**config.mk**
```make
export PLATFORM = sky130hd
export DESIGN_NAME = btlpm_queue
export DESIGN_NICKNAME = d
export VERILOG_FILES = /design/src/hw/rtl/btlpm_pkg.sv /design/src/hw/rtl/btlpm_queue.sv
export SDC_FILE = /design/constraint.sdc
export NUM_CORES = 1
export LEC_CHECK = 0
export BUFFER_PORTS_ARGS = -buffer_cell sky130_fd_sc_hd__buf_2
export CAP_MARGIN = 20
export CORE_MARGIN = 2
export CORE_UTILIZATION = 55
export CTS_CLUSTER_DIAMETER = 100
export CTS_CLUSTER_SIZE = 20
export DETAILED_ROUTE_END_ITERATION = 16
export PLACE_DENSITY = 0.88
export SYNTH_ARGS = -nofsm -noshare
export SYNTH_HDL_FRONTEND = slang
export SYNTH_SLANG_ARGS = --single-unit
export TNS_END_PERCENT = 30
```
**constraint.sdc**
```tcl
create_clock -name clk -period 10.2 [get_ports clk]
set_clock_uncertainty 0.1 [all_clocks]
set_input_delay 0 -clock clk [delete_from_list [all_inputs] [get_ports clk]]
set_output_delay 0 -clock clk [all_outputs]
set_load 0.01 [all_outputs]
```
**src/hw/rtl/btlpm_pkg.sv**
```systemverilog
// ----------------------------------------------------------------------------
// btlpm_pkg
// Shared types and codes for the binary trie longest-prefix match block.
// ----------------------------------------------------------------------------
package btlpm_pkg;

  // request type field
  localparam logic REQ_LOOKUP = 1'b0;
  localparam logic REQ_INSERT = 1'b1;

  // result status field
  localparam logic [1:0] ST_OK   = 2'd0;
  localparam logic [1:0] ST_FULL = 2'd1;
  localparam logic [1:0] ST_LEN  = 2'd2;

  // command kinds after classification
  localparam logic [1:0] KIND_LOOKUP = 2'd0;
  localparam logic [1:0] KIND_INSERT = 2'd1;
  localparam logic [1:0] KIND_REJECT = 2'd2;

  localparam logic [5:0] MAX_PREFIX_LEN = 6'd32;

  // command queue between front and back
  localparam int QUEUE_DEPTH = 2;
  localparam int QUEUE_PTR_W = 1;

  typedef struct packed {
    logic        req_type;
    logic [31:0] address;
    logic [5:0]  prefix_len;
    logic [15:0] net_id;
  } in_word_t;

  typedef struct packed {
    logic [15:0] result_net;
    logic        found;
    logic [1:0]  status;
  } out_word_t;

  typedef struct packed {
    logic [1:0]  kind;
    logic [31:0] address;
    logic [5:0]  prefix_len;
    logic [15:0] net_id;
  } cmd_t;

endpackage

```
**src/hw/rtl/btlpm_queue.sv**
```systemverilog
// ----------------------------------------------------------------------------
// btlpm_queue
// Short command queue that decouples the front from the trie engine.
// ----------------------------------------------------------------------------
module btlpm_queue (
  input  logic             clk,
  input  logic             rst,
  input  logic             push,
  input  btlpm_pkg::cmd_t  push_data,
  output logic             full,
  input  logic             pop,
  output btlpm_pkg::cmd_t  pop_data,
  output logic             avail
);
  import btlpm_pkg::*;

  localparam int CNT_W = $clog2(QUEUE_DEPTH + 1);

  cmd_t                   slots [QUEUE_DEPTH];
  logic [QUEUE_PTR_W-1:0] wr_ptr;
  logic [QUEUE_PTR_W-1:0] rd_ptr;
  logic [CNT_W-1:0]       count;

  assign full     = (count == CNT_W'(QUEUE_DEPTH));
  assign avail    = (count != '0);
  assign pop_data = slots[rd_ptr];

  always_ff @(posedge clk) begin
    if (push) begin
      slots[wr_ptr] <= push_data;
    end
  end

  always_ff @(posedge clk) begin
    if (rst) begin
      wr_ptr <= '0;
      rd_ptr <= '0;
      count  <= '0;
    end else begin
      if (push) begin
        wr_ptr <= wr_ptr + 1'b1;
      end
      if (pop) begin
        rd_ptr <= rd_ptr + 1'b1;
      end
      case ({push, pop})
        2'b10:   count <= count + 1'b1;
        2'b01:   count <= count - 1'b1;
        default: count <= count;
      endcase
    end
  end

endmodule

```
# After elaboration in Yosys (flattened, before gate mapping)
# Memories as Yosys holds them, arrays and structs flattened. A register that Yosys moved wholly into a read port is not among the register bits.
# Index checks and enable logic that the tools add are counted.
[totals]
regBits = 4
mem_bits_rw = 112
in_bits = 60
output_inout_bits = 58
elab_cells = 18
memories = 1
[op_classes]
n_addsub = 4
eq_ne = 3
n_mux = 5
reduce_logical = 2
[memory_table]
columns = ["name", "words", "word_bits", "rd", "rd_clocked_by_memory_dff", "wr", "line", "source"]
rows = [
  ["slots", 2, 56, 1, 1, 1, "btlpm_queue.sv:19", "cmd_t slots [QUEUE_DEPTH];"],
]
[op_table]
columns = ["cell", "count"]
rows = [
  ["equality test 2 bit, second input constant", 2],
  ["2-to-1 mux 1 bit", 4],
  ["case mux 2 bit (2 select lines)", 1],
  ["nonzero test 2 bit", 2],
  ["adder 1 bit, second input constant", 2],
  ["adder 2 x 1 -> 2 bit, second input constant", 1],
  ["equality test 2 x 1 -> 1 bit, second input constant", 1],
  ["subtractor 2 x 1 -> 2 bit, second input constant", 1],
]

# Longest topological paths before layout
# Gate-level depths: netlist (run 1).
[logic_depth]
word_depth = 3
depth_mapped = 5

# Least setup slack after synthesis (run 1)
# No wires, ideal clock.
[synth_path]
kind = "reg2reg"
from = "reg wr_ptr"
to = "mem slots[0][0] (netlist bit) (enable)"
t_arrival_ns = 2.675
path_slack_ns = 6.954
path_stages_with_launch = 2
path_buffers = 0
path_cell_list = "dfxtp_1 nor2_1"
[synth_lines]
columns = ["element", "line", "source"]
rows = [
  ["start, declared", "btlpm_queue.sv:20", "logic [QUEUE_PTR_W-1:0] wr_ptr;"],
  ["start signal, assigned", "btlpm_queue.sv:41", "wr_ptr <= wr_ptr + 1'b1;"],
  ["end, declared", "btlpm_queue.sv:19", ""],
]
# Straight into the memory's write port.

==> results.cfg, run 1 <==
[sta]
worst-slew-pin-transition_ns = 0.813
drv_slew = 0
post-route-min-period_ns = 2.36
report.final.hold_viol_count = 0
fin_crit_sh_pct = 23.1
grt_setup_unrepaired = false
fmaxAchievable_mhz = 424
report.final.setup_viol = 0
max_slew_margin_pct = 45.7
whs_ns = 0.125
setup_tns_ns = 0

[pwr]
p_leak_nw = 2.36
peakVddDrop_uv = 164
power_density_nw_per_um2 = 207

[flow_run]
maxCapViolCount = 0

[grt]
gr-total-overflow = 0
grt_start_max_net_pins = 33
number_of_antenna_violations_at_the_first_check_in_global_routing = 0
grt_first_pass_wirelength_mm = 13.1
track_usage_pct = 21.0
first_global_vias = 2701

[setup_path]
worstPathMaxFanout = 32
crit_slowest_cell = sky130_fd_sc_hd__dfxtp_2
worstSetupPathType = flip-flop to primary output
setup.worst_path.start_class = flip-flop
timing.critical_path.buf_inv = 2
critical_path.endpoint_type = primary output
delay_heaviest_family_cp = flip-flops
worstPathArrival_ns = 2.26
largest_stage_delay_worst_path_ns = 0.72
r2r_slack_ns = 8.23
crit_required_ns = 10.10
worstPathCellList = buf_4, mux2_2, buf_2

[clock_tree]
clock_sinks = 117
cts-buffers-inserted = 17
cts_setup_buffers = 0
worst_skew_pair.late_latency_ns = 0.49
ctsResizeCount = 0
cts-htree-levels = 4
ctsHoldBuffers = 60
tritoncts = built
clock_edge_transition_at_the_registers_on_the_reported_setup_and_hold_paths_ns = 0.06
cts.path.max_buffers = 2
cts_root_buf = sky130_fd_sc_hd__clkbuf_8

[floorplanning]
die_h_um = 91.8
ios = 118
die_width_um = 91.8
fp.dieArea_um2 = 8430
core-area_um2 = 7610
rows = 32
start_util_pct = 55.8

[layout]
syn_to_final_growth_pct = 44.5
layout_commonest_cell = sky130_fd_sc_hd__buf_2
insertedDiodeCount = 0
final_util_pct = 80.6
final_layout_size_suffix_gt1_share_pct = 52.2
fillers = 392
final_cell_mix = sky130_fd_sc_hd__buf_2, sky130_fd_sc_hd__edfxtp_1, sky130_fd_sc_hd__dlygate4sd3_1
finalNetCount = 450

[route]
drt_pass1_iterations = 4
vias = 2463
drcViolationCount = 0
vias_per_cell = 4.89
number_of_drc_violations_after_detailed_routing_iteration_0 = 196
wl_mm = 8.29
wl_per_cell_um = 16.5
drt.antenna.violating_nets = 0

[placed_design]
gpl.final_weighted_congestion = 0.699
place.port_buffers = 117
post_dp_hpwl_mm = 4.49

[logic_synthesis]
synth_seq_cells = 117
synth_cells = 196
synth.cell_area_um2 = 4240
synth_area_per_cell_um2 = 21.6
share_of_the_yosys_chip_area_belonging_to_registers_pct = 81.7
post_synthesis_net_count = 257
synth.yosys.warnings = 0
yosysUniqueCellTypes = 16

[status]
status = completed

[min_path]
hold_crit_class = input port to flip-flop
## flip-flops by register name (all words and copies together) (netlist names), named ones only
| name | count |
|---|---|
| count | 2 |
| rd_ptr | 1 |
| slots | 112 |
| wr_ptr | 1 |
## routing by layer
layer | GRT usage, % | vias up | routed length, um
li1 | - | 1160 | -
met1 | 23.5 | 1198 | 3240
met2 | 37.1 | 95 | 4550
met3 | 6.49 | 10 | 409
met4 | 8.96 | 0 | 92
met5 | 0 | - | 0
## synthesized netlist by cell type
master,number,area [um^2]
sky130_fd_sc_hd__mux2_2,56,631
sky130_fd_sc_hd__o21ai_0,1,5.00
sky130_fd_sc_hd__dfxtp_1,5,100
sky130_fd_sc_hd__nor2_1,5,18.8
sky130_fd_sc_hd__xor2_1,1,8.76
sky130_fd_sc_hd__edfxtp_1,112,3360
sky130_fd_sc_hd__and2b_2,1,8.76
sky130_fd_sc_hd__ha_1,1,12.5
sky130_fd_sc_hd__buf_4,4,30.0
sky130_fd_sc_hd__inv_1,1,3.75
sky130_fd_sc_hd__buf_2,2,10.0
sky130_fd_sc_hd__a21oi_1,1,5.00
sky130_fd_sc_hd__and2_1,1,6.26
sky130_fd_sc_hd__or2_2,1,6.26
sky130_fd_sc_hd__or3_1,1,6.26
sky130_fd_sc_hd__xnor2_1,3,26.3
## worst reg2reg max path: cells and delay by family, from the launching register on
kind                   cells  cell delay (ns)
buffers and inverters      1             0.50
flip-flops                 1             0.40
AND/OR/NAND/NOR            1             0.61
## report_power, final
group          leakage (nW)  switching [W]  internal (W)  total (W)
clock                 0.279       0.000194      0.000371   0.000565
combinational         0.991      0.0000608     0.0000693   0.000130
sequential             1.09      0.0000120      0.000561   0.000573
total                  2.36       0.000267       0.00100    0.00127
## metrics by stage
step | total power, W | instance area [um^2] | std cells | setup WS (ns)
floorplan | 0.000644 | 4240 | 196 | 6.95
global placement | 0.000688 | 4950 | 412 | 8.22
detailed placement | 0.000692 | 4950 | 412 | 8.21
CTS | 0.00128 | 6130 | 504 | 7.79
global route | 0.00132 | 6130 | 504 | 7.71
finish | 0.00127 | 6130 | 504 | 7.84
## logic make-up after synthesis
family                     count (synthesis)  synth area share, %
buffers and inverters                      7                 1.03
adders and majority gates                  1                0.295
muxes                                     56                 14.9
DFF                                      117                 81.7
xor gates and xnor gates                   4                0.826
and+or+nand+nor                            9                 1.09
AOI/OAI and AO/OA                          2                0.236
## final cells by class
type	count	area [um^2]	share of cell area, %
timing repair buffer	180	1210	19.7
multi-input combinational	72	743	12.1
tap	102	128	2.08
inverter	1	3.75	0.0612
clock buffer	19	422	6.88
sequential	117	3460	56.5
clock inverter	13	159	2.59
## path summary, 6_finish.rpt
path / start / endpoint / depth (start not counted)
worst min-delay path: push_data[54] / slots[1][54] / 2
worst max-delay path: flip-flop / pop_data[21] / 3
worst min register to register: rd_ptr / rd_ptr / 2
worst max register to register: wr_ptr / slots[1][21] / 2
Power figures use the tool's default switching activity.
==> inputs of run 2 (changes only) <==
--- a/config.mk
+++ b/config.mk
@@ -5,14 +5,15 @@
 export SDC_FILE = /design/constraint.sdc
 export NUM_CORES = 1
 export LEC_CHECK = 0
+export ABC_AREA = 1
 export BUFFER_PORTS_ARGS = -buffer_cell sky130_fd_sc_hd__buf_2
 export CAP_MARGIN = 20
 export CORE_MARGIN = 2
-export CORE_UTILIZATION = 55
+export CORE_UTILIZATION = 52
 export CTS_CLUSTER_DIAMETER = 100
 export CTS_CLUSTER_SIZE = 20
 export DETAILED_ROUTE_END_ITERATION = 16
-export PLACE_DENSITY = 0.88
+export PLACE_DENSITY = 0.84
 export SYNTH_ARGS = -nofsm -noshare
 export SYNTH_HDL_FRONTEND = slang
 export SYNTH_SLANG_ARGS = --single-unit
==> constraint.sdc (replaced) <==
create_clock -name clk -period 2.3 [get_ports clk]
set_clock_uncertainty 0.1 [all_clocks]
set_input_delay 0 -clock clk [delete_from_list [all_inputs] [get_ports clk]]
set_output_delay 0 -clock clk [all_outputs]
set_load 0.01 [all_outputs]
==> run 2 against run 1 <==
  * Synthesized cell count up 5.6%
  * Total power rose to 4.3 times the previous value
  * Clock power grew to 4.2 times the previous value
  * Clock-buffer cell count shrank 2
  * Critical endpoint is now pop_data[46]
  * Largest power group unchanged
==> results.cfg, run 2 <==
[logic_synthesis]
synth-async-reset-ratio_pct = 0
synth_area_per_cell_um2 = 21.4
yosysMostFrequentCell = sky130_fd_sc_hd__edfxtp_1
synth_seq_cells = 117
synth.cell_area_um2 = 4430
synth_cells = 207
share_of_the_yosys_chip_area_belonging_to_registers_pct = 78.2
post_synthesis_net_count = 268
synth_top_cell_by_area = sky130_fd_sc_hd__edfxtp_1
synth.top_cell.area_share_pct = 75.9
yosysUniqueCellTypes = 15
netlist_top_cells_area = sky130_fd_sc_hd__edfxtp_1, sky130_fd_sc_hd__mux2_4, sky130_fd_sc_hd__mux2_2, sky130_fd_sc_hd__dfxtp_1, sky130_fd_sc_hd__buf_6
most_frequent_cells_after_synthesis = sky130_fd_sc_hd__edfxtp_1, sky130_fd_sc_hd__mux2_4, sky130_fd_sc_hd__mux2_2
post_synth_edffs = 112
ys_dominant_reg_cell = sky130_fd_sc_hd__edfxtp_1
synth.yosys.warnings = 0

[grt]
track_usage_pct = 18.4
grt_first_pass_wirelength_mm = 12.3
gr-total-overflow = 0
first_global_vias = 2658
number_of_antenna_violations_at_the_first_check_in_global_routing = 0
grt_start_max_net_pins = 58

[floorplanning]
start_util_pct = 53.7
die_width_um = 96.3
core-area_um2 = 8260
die_h_um = 96.3
rows = 33
ios = 118
fp.dieArea_um2 = 9270

[setup_path]
critical_path.endpoint_type = primary output
crit_required_ns = 2.20
setup.worst_path.start_class = flip-flop
worst_setup_path_endpoint = pop_data[46]
worstSetupPathType = flip-flop to primary output
worstPathMaxFanout = 31
crit_reg_reg_startpoint = rd_ptr
r2r_slack_ns = 0.97
worst_r2r_path_depth = 3
worstPathArrival_ns = 1.83

[sta]
report.final.hold_viol_count = 0
post-route-min-period_ns = 1.93
fmaxAchievable_mhz = 519
worst-slew-pin-transition_ns = 0.543
report.final.setup_viol = 0
setup_tns_ns = 0
max_slew_margin_pct = 63.8
drv_slew = 0
whs_ns = 0.133
fin_crit_sh_pct = 83.8
grt_setup_unrepaired = false

[clock_tree]
clock_sinks = 117
clock_edge_transition_at_the_registers_on_the_reported_setup_and_hold_paths_ns = 0.05
cts_root_buf = sky130_fd_sc_hd__clkbuf_8
tritoncts = built
cts-htree-levels = 4
cts.path.max_buffers = 2
ctsResizeCount = 0
worst_skew_pair.late_latency_ns = 0.48
cts-buffers-inserted = 17

[layout]
regMostFlops = slots
final_cell_mix = sky130_fd_sc_hd__buf_2, sky130_fd_sc_hd__edfxtp_1, sky130_fd_sc_hd__dlygate4sd3_1
largest_register_ff_count = 112
syn_to_final_growth_pct = 42.2
finalNetCount = 463
final_layout_size_suffix_gt1_share_pct = 50.8
largestRegisters = slots x112, count x2
fin_cells = 520
insertedDiodeCount = 0
layout_commonest_cell = sky130_fd_sc_hd__buf_2

[pwr]
p_leak_nw = 2.54
peakVddDrop_uv = 571
power_density_nw_per_um2 = 874

[route]
drt.antenna.violating_nets = 0
number_of_drc_violations_after_detailed_routing_iteration_0 = 112
vias = 2539
vias_per_cell = 4.88
drt_pass1_iterations = 4
wl_per_cell_um = 16.2
drcViolationCount = 0
wl_mm = 8.41

[placed_design]
gpl.final_weighted_congestion = 0.703
placed_cells = 428
place.port_buffers = 117
post_dp_hpwl_mm = 4.78

[min_path]
hold_crit_class = input port to flip-flop

[flow_run]
maxCapViolCount = 0

[status]
status = completed
## run 2: where the power goes
group	leakage, nW	switching (W)	total [W]	internal [W]
Combinational	1.18	0.000283	0.000623	0.000340
Sequential	1.09	0.0000330	0.00250	0.00247
Clock	0.264	0.000866	0.00239	0.00152
Total	2.54	0.00118	0.00551	0.00433
## run 2: cell families after synthesis
| logic type | synth area share, % |
|---|---|
| multiplexers | 17.6 |
| XOR/XNOR | 0.198 |
| buffers and inverters | 1.98 |
| AND/OR/NAND/NOR | 1.52 |
| flip-flops | 78.2 |
| adder cells (fa/ha/maj) | 0.282 |
| AO/OA/AOI/OAI | 0.226 |
## run 2: how the worst min path moves through the flow
stage | cells past startpoint | from | endpoint | slack (ns)
6_report | 2 | push_data[25] | slots[1][25] | 0.13
5_1_grt | 2 | push_data[22] | slots[0][22] | 0.12
4_1_cts | 2 | push_data[20] | slots[1][20] | 0.11
3_5_place_dp | 1 | push_data[55] | slots[0][55] | 0.09
3_3_place_gp | 1 | push_data[0] | slots[0][0] | 0.09
2_1_floorplan | 1 | rst | flip-flop | -0.03
## run 2: timing repair
action	4_1_cts	5_1_grt
hold buffers	60	0
setup buffers	0	0
hold endpoints to repair	117	0
## run 2: worst max-delay path: stages (launching register included)
cell and delay (ns):
sky130_fd_sc_hd__dfxtp_4 0.33, sky130_fd_sc_hd__buf_4 0.45, sky130_fd_sc_hd__mux2_2 0.40, sky130_fd_sc_hd__buf_2 0.14
## run 2: per-stage QoR
step	total power [W]	setup WS, ns	utilization [%]	cell area, um^2
4_1_cts	0.00555	0.344	76.3	6300
2_1_floorplan	0.00288	0.246	-	4440
6_report	0.00551	0.372	76.3	6300
3_3_place_gp	0.00306	0.875	62.3	5150
5_1_grt	0.00571	0.286	76.3	6300
3_5_place_dp	0.00308	0.874	62.3	5150
## run 2: per-layer routing
| layer | routed length, um | vias up | share of wire (%) | GRT usage [%] |
|---|---|---|---|---|
| li1 | - | 1193 | - | - |
| met1 | 3110 | 1262 | 37 | 18.5 |
| met2 | 4870 | 80 | 58 | 35.5 |
| met3 | 392 | 4 | 4.7 | 6.73 |
| met4 | 39 | 0 | 0.46 | 4.93 |
| met5 | 0 | - | 0 | 0 |
## run 2: cell type report
class	count	area, um^2
Fill cell	498	1960
Inverter	7	26.3
Timing Repair Buffer	182	1240
Clock buffer	17	414
Clock inverter	15	140
Sequential cell	117	3470
Multi-Input combinational cell	77	887
Tap cell	105	131
==> inputs of run 3 (changes only) <==
--- a/config.mk
+++ b/config.mk
@@ -9,11 +9,11 @@
 export BUFFER_PORTS_ARGS = -buffer_cell sky130_fd_sc_hd__buf_2
 export CAP_MARGIN = 20
 export CORE_MARGIN = 2
-export CORE_UTILIZATION = 52
+export CORE_UTILIZATION = 47
 export CTS_CLUSTER_DIAMETER = 100
 export CTS_CLUSTER_SIZE = 20
 export DETAILED_ROUTE_END_ITERATION = 16
-export PLACE_DENSITY = 0.84
+export PLACE_DENSITY = 0.8
 export SYNTH_ARGS = -nofsm -noshare
 export SYNTH_HDL_FRONTEND = slang
 export SYNTH_SLANG_ARGS = --single-unit
==> constraint.sdc (replaced) <==
create_clock -name clk -period 1.6 [get_ports clk]
set_clock_uncertainty 0.1 [all_clocks]
set_input_delay 0 -clock clk [delete_from_list [all_inputs] [get_ports clk]]
set_output_delay 0 -clock clk [all_outputs]
set_load 0.01 [all_outputs]
==> run 3 against run 2 <==
  * The flow now finishes with violations (setup timing)
  * Largest power group unchanged
  * Critical path depth unchanged
  * Die area increased by 10%
  * Final cell count up 1.7%
  * Total power increased by 45%
  * Wire length increased by 4.6%
  * First-iteration DRC count is 8.9% lower
==> results.cfg, run 3 (synthesis results as in run 2) <==
[grt]
first_global_vias = 2730
grt_first_pass_wirelength_mm = 13.1
grt_start_max_net_pins = 58
track_usage_pct = 17.5
gr-total-overflow = 0
number_of_antenna_violations_at_the_first_check_in_global_routing = 0

[status]
failed_checks = setup timing
status = finished, violations left

[layout]
largestRegisters = slots x112, count x2
syn_to_final_growth_pct = 52.4
finalNetCount = 467
final_layout_size_suffix_gt1_share_pct = 51.2
layout_commonest_cell = sky130_fd_sc_hd__edfxtp_1
regMostFlops = slots
largest_register_ff_count = 112
final_cell_mix = sky130_fd_sc_hd__edfxtp_1, sky130_fd_sc_hd__buf_2, sky130_fd_sc_hd__dlygate4sd3_1
insertedDiodeCount = 0

[sta]
setup_slack_ns = -0.0453
worst-slew-pin-transition_ns = 0.324
fmaxAchievable_mhz = 608
max_slew_margin_pct = 78.4
report.final.hold_viol_count = 0
whs_ns = 0.132
fin_crit_sh_pct = 103
report.final.setup_viol = 55
post-route-min-period_ns = 1.65
drv_slew = 0
grt_setup_unrepaired = true

[setup_path]
worstPathArrival_ns = 1.55
worstPathMaxFanout = 14
crit_required_ns = 1.50
setup.worst_path.start_class = flip-flop
worstSetupPathType = flip-flop to primary output
critical_path.endpoint_type = primary output

[floorplanning]
start_util_pct = 48.2
die_width_um = 101
rows = 35
core-area_um2 = 9200
fp.dieArea_um2 = 10200
die_h_um = 101
ios = 118

[route]
wl_mm = 8.79
vias_per_cell = 4.83
vias = 2557
wl_per_cell_um = 16.6
drt.antenna.violating_nets = 0
number_of_drc_violations_after_detailed_routing_iteration_0 = 102
drcViolationCount = 0
drt_pass1_iterations = 4

[placed_design]
post-place-ws_ns = 0.268
gpl.final_weighted_congestion = 0.663
post_dp_hpwl_mm = 4.78
place.port_buffers = 117

[min_path]
hold_crit_class = input port to flip-flop

[pwr]
p_leak_nw = 2.73
power_density_nw_per_um2 = 1190
peakVddDrop_uv = 850

[clock_tree]
clock_edge_transition_at_the_registers_on_the_reported_setup_and_hold_paths_ns = 0.06
cts.path.max_buffers = 2
cts_root_buf = sky130_fd_sc_hd__clkbuf_8
worst_skew_pair.late_latency_ns = 0.49
tritoncts = built
clock_sinks = 117
cts-buffers-inserted = 17
cts-htree-levels = 4

[flow_run]
maxCapViolCount = 0
run 3: cell types whose count changed in the layout (fill, tap and decap cells not counted), sizes merged:
| cell | before | now |
|---|---|---|
| clkinvlp | 4 | 3 |
| clkbuf | 17 | 21 |
| buf | 122 | 125 |
| inv | 7 | 6 |
| bufinv | 2 | 1 |
| clkinv | 9 | 8 |
run 3: path summary, 6_finish.rpt:
check	end	slack, ns	start	depth (start not counted)
setup / recovery	pop_data[0]	-0.05	flip-flop	3
hold / removal	slots[0][22]	0.13	push_data[22]	2
setup reg to reg	rd_ptr	0.30	rd_ptr	3
hold reg to reg	count[1]	0.42	count[1]	2
run 3: metal layers:
layer	up-vias	share of wire, %	track usage [%]
met4	0	0.74	6.34
met1	1266	38	18.2
met5	-	0	0
li1	1202	-	-
met2	83	56	32.8
met3	6	4.6	5.34
run 3: layout make-up:
type | instances | area (um^2)
sequential | 117 | 3470
tap | 111 | 139
multi-input combinational | 77 | 950
clock buffer | 20 | 425
timing repair buffer | 186 | 1650
inverter | 7 | 30.0
clock inverter | 11 | 87.6
fill | 553 | 2450
run 3: power breakdown:
| group | switching (W) | internal (W) | total, W |
|---|---|---|---|
| logic | 0.000450 | 0.000703 | 0.00115 |
| clock network | 0.00122 | 0.00202 | 0.00325 |
| registers | 0.0000577 | 0.00355 | 0.00360 |
run 3: what timing repair did:
action,in CTS,in global routing
resized for setup,44,23
gates cloned,0,1
buffers inserted,2,0
setup endpoints to repair,56,56
endpoints found under the hold margin,117,0
hold buffers,60,0
run 3: worst max-delay path, cell delays in order (launching register included):
cell and delay, ns:
sky130_fd_sc_hd__dfxtp_4 0.43, sky130_fd_sc_hd__buf_12 0.19, sky130_fd_sc_hd__mux2_4 0.32, sky130_fd_sc_hd__buf_6 0.12
run 3: through the flow:
stage	TNS [ns]	cell area (um^2)	power, W	utilization, %	instances
2_1_floorplan	-8.74	4450	0.00414	-	207
4_1_cts	-4.03	6610	0.00798	71.8	528
6_report	-1.69	6750	0.00800	73.4	529
3_3_place_gp	0	5220	0.00444	56.8	435
5_1_grt	-5.15	6750	0.00830	73.4	529
3_5_place_dp	0	5220	0.00446	56.8	435
